## src/rtl/unsigned_to_ascii_any_base_top_assert.svh

```systemverilog
// ----------------------------------------------------------------------------
// unsigned_to_ascii_any_base_top_assert.svh
// Assertion macros shared by the radix conversion RTL.
// ----------------------------------------------------------------------------
`ifndef UNSIGNED_TO_ASCII_ANY_BASE_TOP_ASSERT_SVH
`define UNSIGNED_TO_ASCII_ANY_BASE_TOP_ASSERT_SVH

// Same-cycle implication, sampled on clk, off while rst_n is low.
`define U2A_ASSERT_SAME(lbl, ante, cons, msg) \
  lbl: assert property (@(posedge clk) disable iff (!rst_n) (ante) |-> (cons)) \
    else $error(msg);

// Next-cycle implication, sampled on clk, off while rst_n is low.
`define U2A_ASSERT_NEXT(lbl, ante, cons, msg) \
  lbl: assert property (@(posedge clk) disable iff (!rst_n) (ante) |=> (cons)) \
    else $error(msg);

`endif

```

## src/rtl/u2a_pkg.sv

```systemverilog
// ----------------------------------------------------------------------------
// u2a_pkg
// Types, constants and the digit-to-character map for the radix converter.
// ----------------------------------------------------------------------------
`timescale 1ns / 1ps

package u2a_pkg;

  localparam int VALUE_WIDTH_DEF = 32;
  localparam int VAL_PORT_W      = 32;
  localparam int RADIX_W         = 6;
  localparam int CHAR_W          = 7;

  localparam logic [RADIX_W-1:0] RADIX_RESET  = 6'd10;
  localparam logic [RADIX_W-1:0] DEFAULT_BASE = 6'd10;
  localparam logic [RADIX_W-1:0] MIN_BASE     = 6'd2;
  localparam logic [RADIX_W-1:0] MAX_BASE     = 6'd36;

  localparam logic [CHAR_W-1:0] CHAR_ZERO   = 7'h30;  // '0'
  localparam logic [CHAR_W-1:0] CHAR_ALPHA  = 7'h57;  // 'a' - 10
  localparam logic [CHAR_W-1:0] CHAR_ERROR  = 7'h00;

  typedef enum logic [2:0] {
    ST_IDLE,
    ST_DIV,
    ST_WR,
    ST_RD,
    ST_EMIT
  } state_t;

  // Digit 0..35 to '0'..'9', 'a'..'z'
  function automatic logic [CHAR_W-1:0] digit_char(input logic [RADIX_W-1:0] d);
    logic [CHAR_W-1:0] d_ext;
    d_ext = {1'b0, d};
    if (d < 6'd10) begin
      return CHAR_ZERO + d_ext;
    end else begin
      return CHAR_ALPHA + d_ext;
    end
  endfunction

endpackage

```

## src/rtl/u2a_ram.sv

```systemverilog
// ----------------------------------------------------------------------------
// u2a_ram
// Generic single-write, single-read RAM with registered read data.
// ----------------------------------------------------------------------------
`timescale 1ns / 1ps

module u2a_ram #(
  parameter int WIDTH = 8,
  parameter int DEPTH = 32
) (
  input  logic                     clk,
  input  logic                     we,
  input  logic [$clog2(DEPTH)-1:0] waddr,
  input  logic [WIDTH-1:0]         wdata,
  input  logic [$clog2(DEPTH)-1:0] raddr,
  output logic [WIDTH-1:0]         rdata
);

  logic [WIDTH-1:0] mem [DEPTH];

  always_ff @(posedge clk) begin
    if (we) begin
      mem[waddr] <= wdata;
    end
    rdata <= mem[raddr];
  end

endmodule

```

## src/rtl/unsigned_to_ascii_any_base_top.sv

```systemverilog
// Each digit comes from a restoring division over all VALUE_WIDTH dividend bits and is
//   written to the digit buffer; each character is then read back and emitted in turn.
// The shared 1-bit restoring divide step takes one dividend bit per step; busy stays high until the last character.
// A bad radix gives its single error result the cycle after start, busy stays low.
// Results are strobed for one cycle each; the receiver cannot stall.
// Reset (rst_n low, synchronous) returns to idle and sets the radix to 10.
`timescale 1ns / 1ps

// ----------------------------------------------------------------------------
// unsigned_to_ascii_any_base_top
// Unsigned integer to ASCII text in a programmable radix, MSD first.
// ----------------------------------------------------------------------------
module unsigned_to_ascii_any_base_top #(
  parameter int VALUE_WIDTH = u2a_pkg::VALUE_WIDTH_DEF
) (
  input  logic                           clk,
  input  logic                           rst_n,
  input  logic                           cfg_wr_en,
  input  logic [u2a_pkg::RADIX_W-1:0]    cfg_wr_data,
  input  logic                           start,
  output logic                           busy,
  input  logic [u2a_pkg::VAL_PORT_W-1:0] in_value,
  output logic                           out_strobe,
  output logic [u2a_pkg::CHAR_W-1:0]     out_character,
  output logic                           out_last,
  output logic                           out_bad_radix
);

  import u2a_pkg::*;

  localparam int CNT_W  = $clog2(VALUE_WIDTH);
  localparam int NDIG_W = $clog2(VALUE_WIDTH + 1);
  localparam int ADDR_W = $clog2(VALUE_WIDTH);

  state_t state_r, state_nxt;

  logic [RADIX_W-1:0]     radix_r;
  logic [RADIX_W-1:0]     base_r, base_nxt;
  logic [VALUE_WIDTH-1:0] q_r, q_nxt;
  logic [RADIX_W-1:0]     rem_r, rem_nxt;
  logic [CNT_W-1:0]       bit_cnt_r, bit_cnt_nxt;
  logic [NDIG_W-1:0]      ndig_r, ndig_nxt;

  logic                   out_strobe_r, out_strobe_nxt;
  logic [CHAR_W-1:0]      out_character_r, out_character_nxt;
  logic                   out_last_r, out_last_nxt;
  logic                   out_bad_radix_r, out_bad_radix_nxt;

  logic [VALUE_WIDTH-1:0] v_in;
  logic [RADIX_W-1:0]     eff_base;
  logic                   bad_base;
  logic                   accept;
  logic [RADIX_W:0]       rem_shift;
  logic [RADIX_W:0]       rem_sub;
  logic                   ge;
  logic [NDIG_W-1:0]      ndig_dec;
  logic                   ram_we;
  logic [RADIX_W-1:0]     ram_rdata;

  generate
    if (VALUE_WIDTH <= VAL_PORT_W) begin : g_trunc
      assign v_in = in_value[VALUE_WIDTH-1:0];
    end else begin : g_ext
      assign v_in = {{(VALUE_WIDTH - VAL_PORT_W){1'b0}}, in_value};
    end
  endgenerate

  assign eff_base = (radix_r == '0) ? DEFAULT_BASE : radix_r;
  assign bad_base = (eff_base < MIN_BASE) || (eff_base > MAX_BASE);
  assign busy     = (state_r != ST_IDLE);
  assign accept   = start && !busy;

  // One restoring divide step: shift in the next dividend bit, compare, subtract
  assign rem_shift = {rem_r, q_r[VALUE_WIDTH-1]};
  assign rem_sub   = rem_shift - {1'b0, base_r};
  assign ge        = (rem_shift >= {1'b0, base_r});
  assign ndig_dec  = ndig_r - 1'b1;

  // Digits land least significant first, read back from the top down
  u2a_ram #(
    .WIDTH (RADIX_W),
    .DEPTH (VALUE_WIDTH)
  ) u_digit_buf (
    .clk   (clk),
    .we    (ram_we),
    .waddr (ndig_r[ADDR_W-1:0]),
    .wdata (rem_r),
    .raddr (ndig_dec[ADDR_W-1:0]),
    .rdata (ram_rdata)
  );

  always_comb begin
    state_nxt = state_r;
    unique case (state_r)
      ST_IDLE: begin
        if (accept && !bad_base) begin
          state_nxt = ST_DIV;
        end
      end
      ST_DIV: begin
        if (bit_cnt_r == CNT_W'(VALUE_WIDTH - 1)) begin
          state_nxt = ST_WR;
        end
      end
      ST_WR: begin
        state_nxt = (q_r == '0) ? ST_RD : ST_DIV;
      end
      ST_RD: begin
        state_nxt = ST_EMIT;
      end
      ST_EMIT: begin
        state_nxt = (ndig_r == NDIG_W'(1)) ? ST_IDLE : ST_RD;
      end
      default: begin
        state_nxt = ST_IDLE;
      end
    endcase
  end

  always_comb begin
    base_nxt          = base_r;
    q_nxt             = q_r;
    rem_nxt           = rem_r;
    bit_cnt_nxt       = bit_cnt_r;
    ndig_nxt          = ndig_r;
    out_strobe_nxt    = 1'b0;
    out_character_nxt = out_character_r;
    out_last_nxt      = out_last_r;
    out_bad_radix_nxt = out_bad_radix_r;
    ram_we            = 1'b0;
    unique case (state_r)
      ST_IDLE: begin
        if (accept) begin
          base_nxt    = eff_base;
          q_nxt       = v_in;
          rem_nxt     = '0;
          bit_cnt_nxt = '0;
          ndig_nxt    = '0;
          if (bad_base) begin
            out_strobe_nxt    = 1'b1;
            out_character_nxt = CHAR_ERROR;
            out_last_nxt      = 1'b1;
            out_bad_radix_nxt = 1'b1;
          end
        end
      end
      ST_DIV: begin
        q_nxt       = {q_r[VALUE_WIDTH-2:0], ge};
        rem_nxt     = ge ? rem_sub[RADIX_W-1:0] : rem_shift[RADIX_W-1:0];
        bit_cnt_nxt = bit_cnt_r + 1'b1;
      end
      ST_WR: begin
        ram_we      = 1'b1;
        ndig_nxt    = ndig_r + 1'b1;
        rem_nxt     = '0;
        bit_cnt_nxt = '0;
      end
      ST_RD: begin
        ndig_nxt = ndig_r;
      end
      ST_EMIT: begin
        out_strobe_nxt    = 1'b1;
        out_character_nxt = digit_char(ram_rdata);
        out_last_nxt      = (ndig_r == NDIG_W'(1));
        out_bad_radix_nxt = 1'b0;
        ndig_nxt          = ndig_dec;
      end
      default: begin
        ndig_nxt = ndig_r;
      end
    endcase
  end

  always_ff @(posedge clk) begin
    if (!rst_n) begin
      state_r      <= ST_IDLE;
      radix_r      <= RADIX_RESET;
      out_strobe_r <= 1'b0;
      bit_cnt_r    <= '0;
      ndig_r       <= '0;
    end else begin
      state_r      <= state_nxt;
      out_strobe_r <= out_strobe_nxt;
      bit_cnt_r    <= bit_cnt_nxt;
      ndig_r       <= ndig_nxt;
      if (cfg_wr_en) begin
        radix_r <= cfg_wr_data;
      end
    end
  end

  always_ff @(posedge clk) begin
    base_r          <= base_nxt;
    q_r             <= q_nxt;
    rem_r           <= rem_nxt;
    out_character_r <= out_character_nxt;
    out_last_r      <= out_last_nxt;
    out_bad_radix_r <= out_bad_radix_nxt;
  end

  assign out_strobe    = out_strobe_r;
  assign out_character = out_character_r;
  assign out_last      = out_last_r;
  assign out_bad_radix = out_bad_radix_r;

  `include "unsigned_to_ascii_any_base_top_assert.svh"

  `U2A_ASSERT_NEXT(a_bad_radix_result, accept && bad_base, out_strobe && out_bad_radix && out_last, "bad radix transfer not flagged")
  `U2A_ASSERT_SAME(a_error_char_zero, out_strobe && out_bad_radix, out_character == CHAR_ERROR && out_last, "error result carries a character")
  `U2A_ASSERT_SAME(a_rem_below_base, state_r == ST_WR, rem_r < base_r, "digit not below base")
  `U2A_ASSERT_SAME(a_emit_has_digit, state_r == ST_EMIT || state_r == ST_RD, ndig_r != '0, "digit buffer empty on readout")

endmodule

```

## config.mk

```make
export PLATFORM = sky130hd
export DESIGN_NAME = unsigned_to_ascii_any_base_top
export DESIGN_NICKNAME = d
export VERILOG_FILES = /design/src/rtl/u2a_pkg.sv /design/src/rtl/u2a_ram.sv /design/src/rtl/unsigned_to_ascii_any_base_top.sv
export VERILOG_INCLUDE_DIRS = /design/src /design/src/rtl
export SDC_FILE = /design/constraint.sdc
export NUM_CORES = 1
export LEC_CHECK = 0
export BUFFER_PORTS_ARGS = -buffer_cell sky130_fd_sc_hd__clkbuf_2
export CORE_MARGIN = 2
export CORE_UTILIZATION = 55
export DETAILED_ROUTE_END_ITERATION = 7
export MAX_ROUTING_LAYER = met4
export PLACE_DENSITY_LB_ADDON = 0.2
export SYNTH_ARGS = -nofsm -noshare
export SYNTH_HDL_FRONTEND = slang
export SYNTH_HIERARCHICAL = 1
export SYNTH_SLANG_ARGS = --single-unit
```

## constraint.sdc

```tcl
create_clock -name clk -period 9.3 [get_ports clk]
set_input_delay 0 -clock clk [delete_from_list [all_inputs] [get_ports clk]]
set_output_delay 0 -clock clk [all_outputs]
set_load 0.01 [all_outputs]
```

---- Yosys cells after proc, flatten, opt, wreduce, memory -nomap -nowiden ----
Memory sizes are Yosys's and may differ from the RTL's. A register that Yosys moved wholly into a read port is not among the register bits.
Index checks and enable logic that the tools add are counted.
storage, ports and cells
  output and inout bits ................... 11
  bits in read-only memories .............. 0
  flip-flop bits (word level) ............. 74
  word-level logic and storage cells ...... 79
  latch bits .............................. 0
  input port bits ......................... 42
  bits in writable memories ............... 192
  memories ................................ 1
operators by class
  bitwise gates (word level) .............. 0
  order comparisons ....................... 4
  $add $sub $neg .......................... 6
  div/mod/pow operators ................... 0
  mux-type cells .......................... 28
  multipliers ............................. 0
  shifts and indexed selects .............. 0
  eq/ne operators ......................... 10
  reduce and logical (&&, ||, !) cells .... 19
memory list
  name             depth  bits a word  read ports  clocked after memory_dff  wr ports  line           text
  u_digit_buf.mem  32     6            1           1                         1         u2a_ram.sv:19  logic [WIDTH-1:0] mem [DEPTH];
operators by type and width
  operator                                                                       count
  32-bit one-hot mux with 2 select lines                                         1
  6-bit one-hot mux with 3 select lines                                          2
  32-bit logical NOT                                                             1
  32-bit 2-to-1 mux                                                              1
  7-bit 2-to-1 mux                                                               3
  6-bit 2-to-1 mux                                                               3
  3-bit one-hot mux with 5 select lines                                          1
  5-bit one-hot mux with 3 select lines                                          1
  7-bit one-hot mux with 2 select lines                                          1
  2-bit AND reduction                                                            5
  3-bit nonzero test                                                             3
  2-bit inequality test (second input constant)                                  4
  6-bit by 6-bit adder with 7-bit output (first input constant)                  1
  7-bit by 6-bit adder with 7-bit output (first input constant)                  1
  7-bit by 6-bit >= comparator with 1-bit output                                 1
  1-bit 2-to-1 mux                                                               7
  6-bit by 1-bit adder with 6-bit output (second input constant)                 1
  3-bit by 2-bit == test with 1-bit output (second input constant)               2
  6-bit by 1-bit == test with 1-bit output (second input constant)               1
  6-bit > comparator (second input constant)                                     1
  6-bit logical NOT                                                              1
  6-bit by 2-bit less-than comparator with 1-bit output (second input constant)  1
  6-bit by 4-bit less-than comparator with 1-bit output (second input constant)  1
  3-bit 2-to-1 mux                                                               2
  15 further kinds                                                               21

---- Depth between registers and ports, before layout ----
  word-level depth ........................ 8
  mapped depth ............................ 8

---- Modules after synthesis ----
Netlist, hierarchy kept.
modules (own cells, without submodules)
  module                          instances  cells an instance  area an instance (µm²)
  u2a_ram                         1          323                7589.8
  unsigned_to_ascii_any_base_top  1          402                3918.8

---- Worst setup path after synthesis ----
Ideal clock, no wire load.
  path kind ............................... flip-flop to flip-flop
  start ................................... register state_r[1]
  end ..................................... register q_r[0] (enable)
  slack ................................... 5580 ps
  arrival time ............................ 3255 ps
  data required time ...................... 8834 ps
  period minus slack after synthesis ...... 3720 ps
  setup time .............................. 466 ps
  cell stages (with the launch flop) ...... 4
  cell sequence ........................... dfxtp_1 buf_2 or3_1 o21ai_0
between the ends
  word-level cells in the longest chain between the ends .. 5
  elaborated cells between the ends (all ways) .. 8
  classes of those cells .................. eq/ne (2); reduce/logical (6)
RTL lines
  item                             line                                   text
  start, declared                  unsigned_to_ascii_any_base_top.sv:35   state_t state_r, state_nxt;
  start signal, assigned           unsigned_to_ascii_any_base_top.sv:182  state_r <= state_nxt;
  3-bit nonzero test               unsigned_to_ascii_any_base_top.sv:70   assign busy = (state_r != ST_IDLE);
  named net busy                   unsigned_to_ascii_any_base_top.sv:21   output logic busy,
  1-bit logical NOT                unsigned_to_ascii_any_base_top.sv:71   assign accept = start && !busy;
  1-bit logical AND                unsigned_to_ascii_any_base_top.sv:71
  2-bit inequality test (no line)  --
  2-bit AND reduction (no line)    --
  end signal, assigned             unsigned_to_ascii_any_base_top.sv:194  q_r <= q_nxt;
  end, declared                    unsigned_to_ascii_any_base_top.sv:39   logic [VALUE_WIDTH-1:0] q_r, q_nxt;
The timed path passes the listed nets, and every way through them passes these cells.
A chain may end at the register's enable or synchronous reset.

---- Worst setup path after layout ----
  start ................................... register ndig_r[0]
  end ..................................... register u_digit_buf.rdata[1] (read register of u_digit_buf.mem)
between the ends
  word-level cells in the longest chain between the ends .. 1
RTL lines
  item                                         line                                   text
  start, declared                              unsigned_to_ascii_any_base_top.sv:42   logic [NDIG_W-1:0] ndig_r, ndig_nxt;
  start signal, assigned                       unsigned_to_ascii_any_base_top.sv:185  ndig_r <= ndig_nxt;
  6-bit by 1-bit subtractor with 6-bit output  unsigned_to_ascii_any_base_top.sv:77   assign ndig_dec = ndig_r - 1'b1;
  named net ndig_dec[0]                        unsigned_to_ascii_any_base_top.sv:56   logic [NDIG_W-1:0] ndig_dec;
  end, declared                                u2a_ram.sv:16                          output logic [WIDTH-1:0] rdata
The timed path passes the listed nets, and every way through them passes these cells.

==> flow_summary_export.csv <==
group,metric,value,unit
critical_path,r2r-start,"ndig_r[0]",
power,seqPwrFrac,52.7,%
power,clkPwrFrac,39.1,%
critical_path,startpoint,"ndig_r[0]",
critical_path,rrSetupSlack,5.59,ns
cells_and_area,layout.nets,887,
synth,synth_xor_area_share,0.989,%
clocking,cts_sinks,272,
die,io_pins,53,
route,drt_wl_total,24700,µm
critical_path,worstSetupEndpointType,"flop",
synth,synth_seq_area_share,68.6,%
synth,synth-edff-count,245,
cells_and_area,fin_area,13400,µm²
synth,synth_top_cell_area_share,63.9,%
synth,syn-cell-area,11500,µm²
synth,yosys.area_share.simple,9.11,%
critical_path,worst_ep_arrival_time,4.12,ns
critical_path,startpoint_type,"flop",
synth,yosysUniqueCellTypes,60,
synth,syn_avg_cell_area,15.9,µm²
die,rows,52,
cells_and_area,final_layout_size_suffix_gt1_share,22.8,%
timing,finalMaxSlewViolations,0,
power,p_leak,4.85,nW
synth,synth_mux_area_share,12.9,%
synth,syn_nets,783,
cells_and_area,syn2layout_area_growth,16.8,%
timing,relSlewSlack,22.7,%
placement,gp_congestion,0.928,
synth,synth_top_area_cell,"edfxtp_1",
route,vias,6655,
global_route,grt-ovfl-total,0,
critical_path,endpoint,"u_digit_buf/rdata[1]",
clocking,cts_buffer_depth,3,
global_route,grt_start_max_net_pins,51,
die,dieArea,22100,µm²
route,drc,0,
synth,synth_area_leaders,"edfxtp_1 64%, mux4_2 12%, dfxtp_1 4.7%, nand2_1 3.9%, nor2_1 1.8%",
run_status,status,"finished clean",
power,ir_worst_vdd,0.000157,V
critical_path,worst-path-max-fanout,50,
placement,place_area,12000,µm²
power,p_switching,0.000650,W
power,p_sw_share,22.7,%
worst_hold_path,hold_path_class,"primary input to flop",
critical_path,ff2ff_path_depth,8,
timing,fin_tns_setup,0,ns
global_route,first_global_vias,6638,
synth,async_flop_share,0,%
critical_path,criticalPathCategory,"flop to flop",
cells_and_area,antenna_cells,0,
placement,portBuffers,52,
timing,min_period,3.71,ns
synth,synth_seq_cells,272,
timing,tightest_slew,1.16,ns
die,chipHeight,149,µm
global_route,grt_first_pass_wirelength,39200,µm
synth,netlist_instances,725,
clocking,post_cts_buffers,0,
synth,synth_flop_cell,"edfxtp_1",
global_route,antenna_found_initial,0,
route,vias_per_cell,5.94,
placement,hpwlAfterDp,15400,µm
synth,ys_warn_count,6,
critical_path,required,9.71,ns
clocking,ctsHtreeMaxLevel,1,
job,drv_cap,0,
power,power_density,213,nW/µm²
worst_hold_path,hold_path.startpoint,"in_value[1]",
clocking,path_clk_slew,0.06,ns
clocking,clkLatencyLatePin,0.54,ns
clocking,ctsResizeCount,0,
clocking,cts_hold_buf,53,
timing,fin_skew,0.0172,ns
power,internal_power,0.00222,W
timing,finalHoldViolCount,0,
power,power_frac_comb,8.2,%
critical_path,r2r-end,"u_digit_buf/rdata[1]",
synth,synth_top_family_by_area,"multiplexers",
route,drt_iter0_markers,659,
synth,synth-compound-area-share,4.11,%
power,p_total,0.00287,W
clocking,cts_made_buffers,28,
timing,fmax,270,MHz
clocking,tritoncts,"built",
timing,finalCritPeriodShare,39.9,%
die,initial_utilization,56.5,%
clocking,root_buffer,"clkbuf_16",
die,core,20400,µm²
timing,setup_violations,0,
timing,rsz0062_at_grt,"no",
route,wl_per_cell,22.0,µm
synth,synthAdderAreaFrac,1.80,%
die,die_w,149,µm
global_route,track_usage,24.2,%
route,dr.pass1.iters,4,
route,antenna_left,0,
cell usage after synthesis (all sizes together) (5+ instances only):
library cell	instances
edfxtp	245
nand4	5
a211oi	5
clkbuf	14
nor2b	8
nand3	8
dfxtp	27
ha	15
xnor2	6
a21oi	10
o21ai	8
mux2i	7
nor4	6
nand3b	6
mux4	60
mux2	6
nor2	57
buf	23
inv	20
xor2	7
nor3	11
nand2	119
how the worst min path moves through the flow:
stage                       endpoint  slack [ns]  depth (start not counted)
after floorplan           radix_r[1]        0.13                          2
after global placement    radix_r[1]        0.22                          3
after detailed placement  radix_r[3]        0.22                          3
after CTS                    q_r[30]        0.25                          4
after global routing         q_r[30]        0.28                          4
final                         q_r[1]        0.28                          4
cell families after synthesis:
group,count (synthesis)
compound gates,59
xor+xnor,13
fa+ha+maj,16
buf+inv,57
flops,272
mux,73
simple gates,235
routing by layer:
layer | wire length [µm] | share of wire [%] | vias up | global-route usage, %
met3 | 2010 | 8.1 | 38 | 4.11
met2 | 11900 | 48 | 298 | 37.1
met1 | 10200 | 42 | 3338 | 35.1
li1 | - | - | 2981 | -
met4 | 501 | 2.0 | 0 | 5.10
met5 | 0 | 0 | - | -
placed cells by master (no fill, tap or decap), types with 15 or more instances in the layout:
cell	count
nand2_1	119
clkbuf_2	52
dfxtp_1	27
nor2_1	56
ha_1	15
inv_1	17
edfxtp_1	245
clkbuf_16	29
dlygate4sd3_1	53
mux4_2	60
flip-flops by register name, indices dropped and copies added, names as in the netlist, 3 cells and up:
name               cells
u_digit_buf/mem      192
q_r                   32
out_character          7
base_r                 6
ndig_r                 6
radix_r                6
rem_r                  6
u_digit_buf/rdata      6
bit_cnt_r              5
state_r                3
stage by stage:
step           utilization (%)  cells  setup WS (ns)  hold slack, ns
2_1_floorplan                -    725           5.58           0.129
3_3_place_gp              58.8   1016           5.75           0.218
3_5_place_dp              58.8   1016           5.52           0.223
4_1_cts                   66.0   1120           5.53           0.252
5_1_grt                   66.0   1120           5.29           0.282
6_report                  66.0   1120           5.59           0.285
layout make-up:
cell class | count | area (µm²)
fill | 1368 | 6920
multi-input combinational | 396 | 3350
clock inverter | 16 | 163
timing repair buffer | 111 | 836
inverter | 20 | 75.1
clock buffer | 35 | 778
sequential | 272 | 7900
tap | 270 | 338
power groups by stage:
| stage | sequential, W | clock [W] | combinational [W] |
|---|---|---|---|
| after global placement | 0.00153 | 0 | 0.000205 |
| after CTS | 0.00151 | 0.00114 | 0.000235 |
| after detailed placement | 0.00154 | 0 | 0.000215 |
| final | 0.00151 | 0.00112 | 0.000236 |
| after floorplan | 0.00150 | 0 | 0.000173 |
| after global routing | 0.00152 | 0.00119 | 0.000261 |
critical path, cell delays in order, from the launching register on:
cell,delay [ns]
dfxtp_1,0.41
inv_2,0.08
buf_4,0.70
ha_1,0.45
xor2_4,0.15
buf_4,0.55
mux4_2,0.42
mux4_2,0.53
mux2_2,0.28
Note: power is estimated with default switching activity, not from simulation.
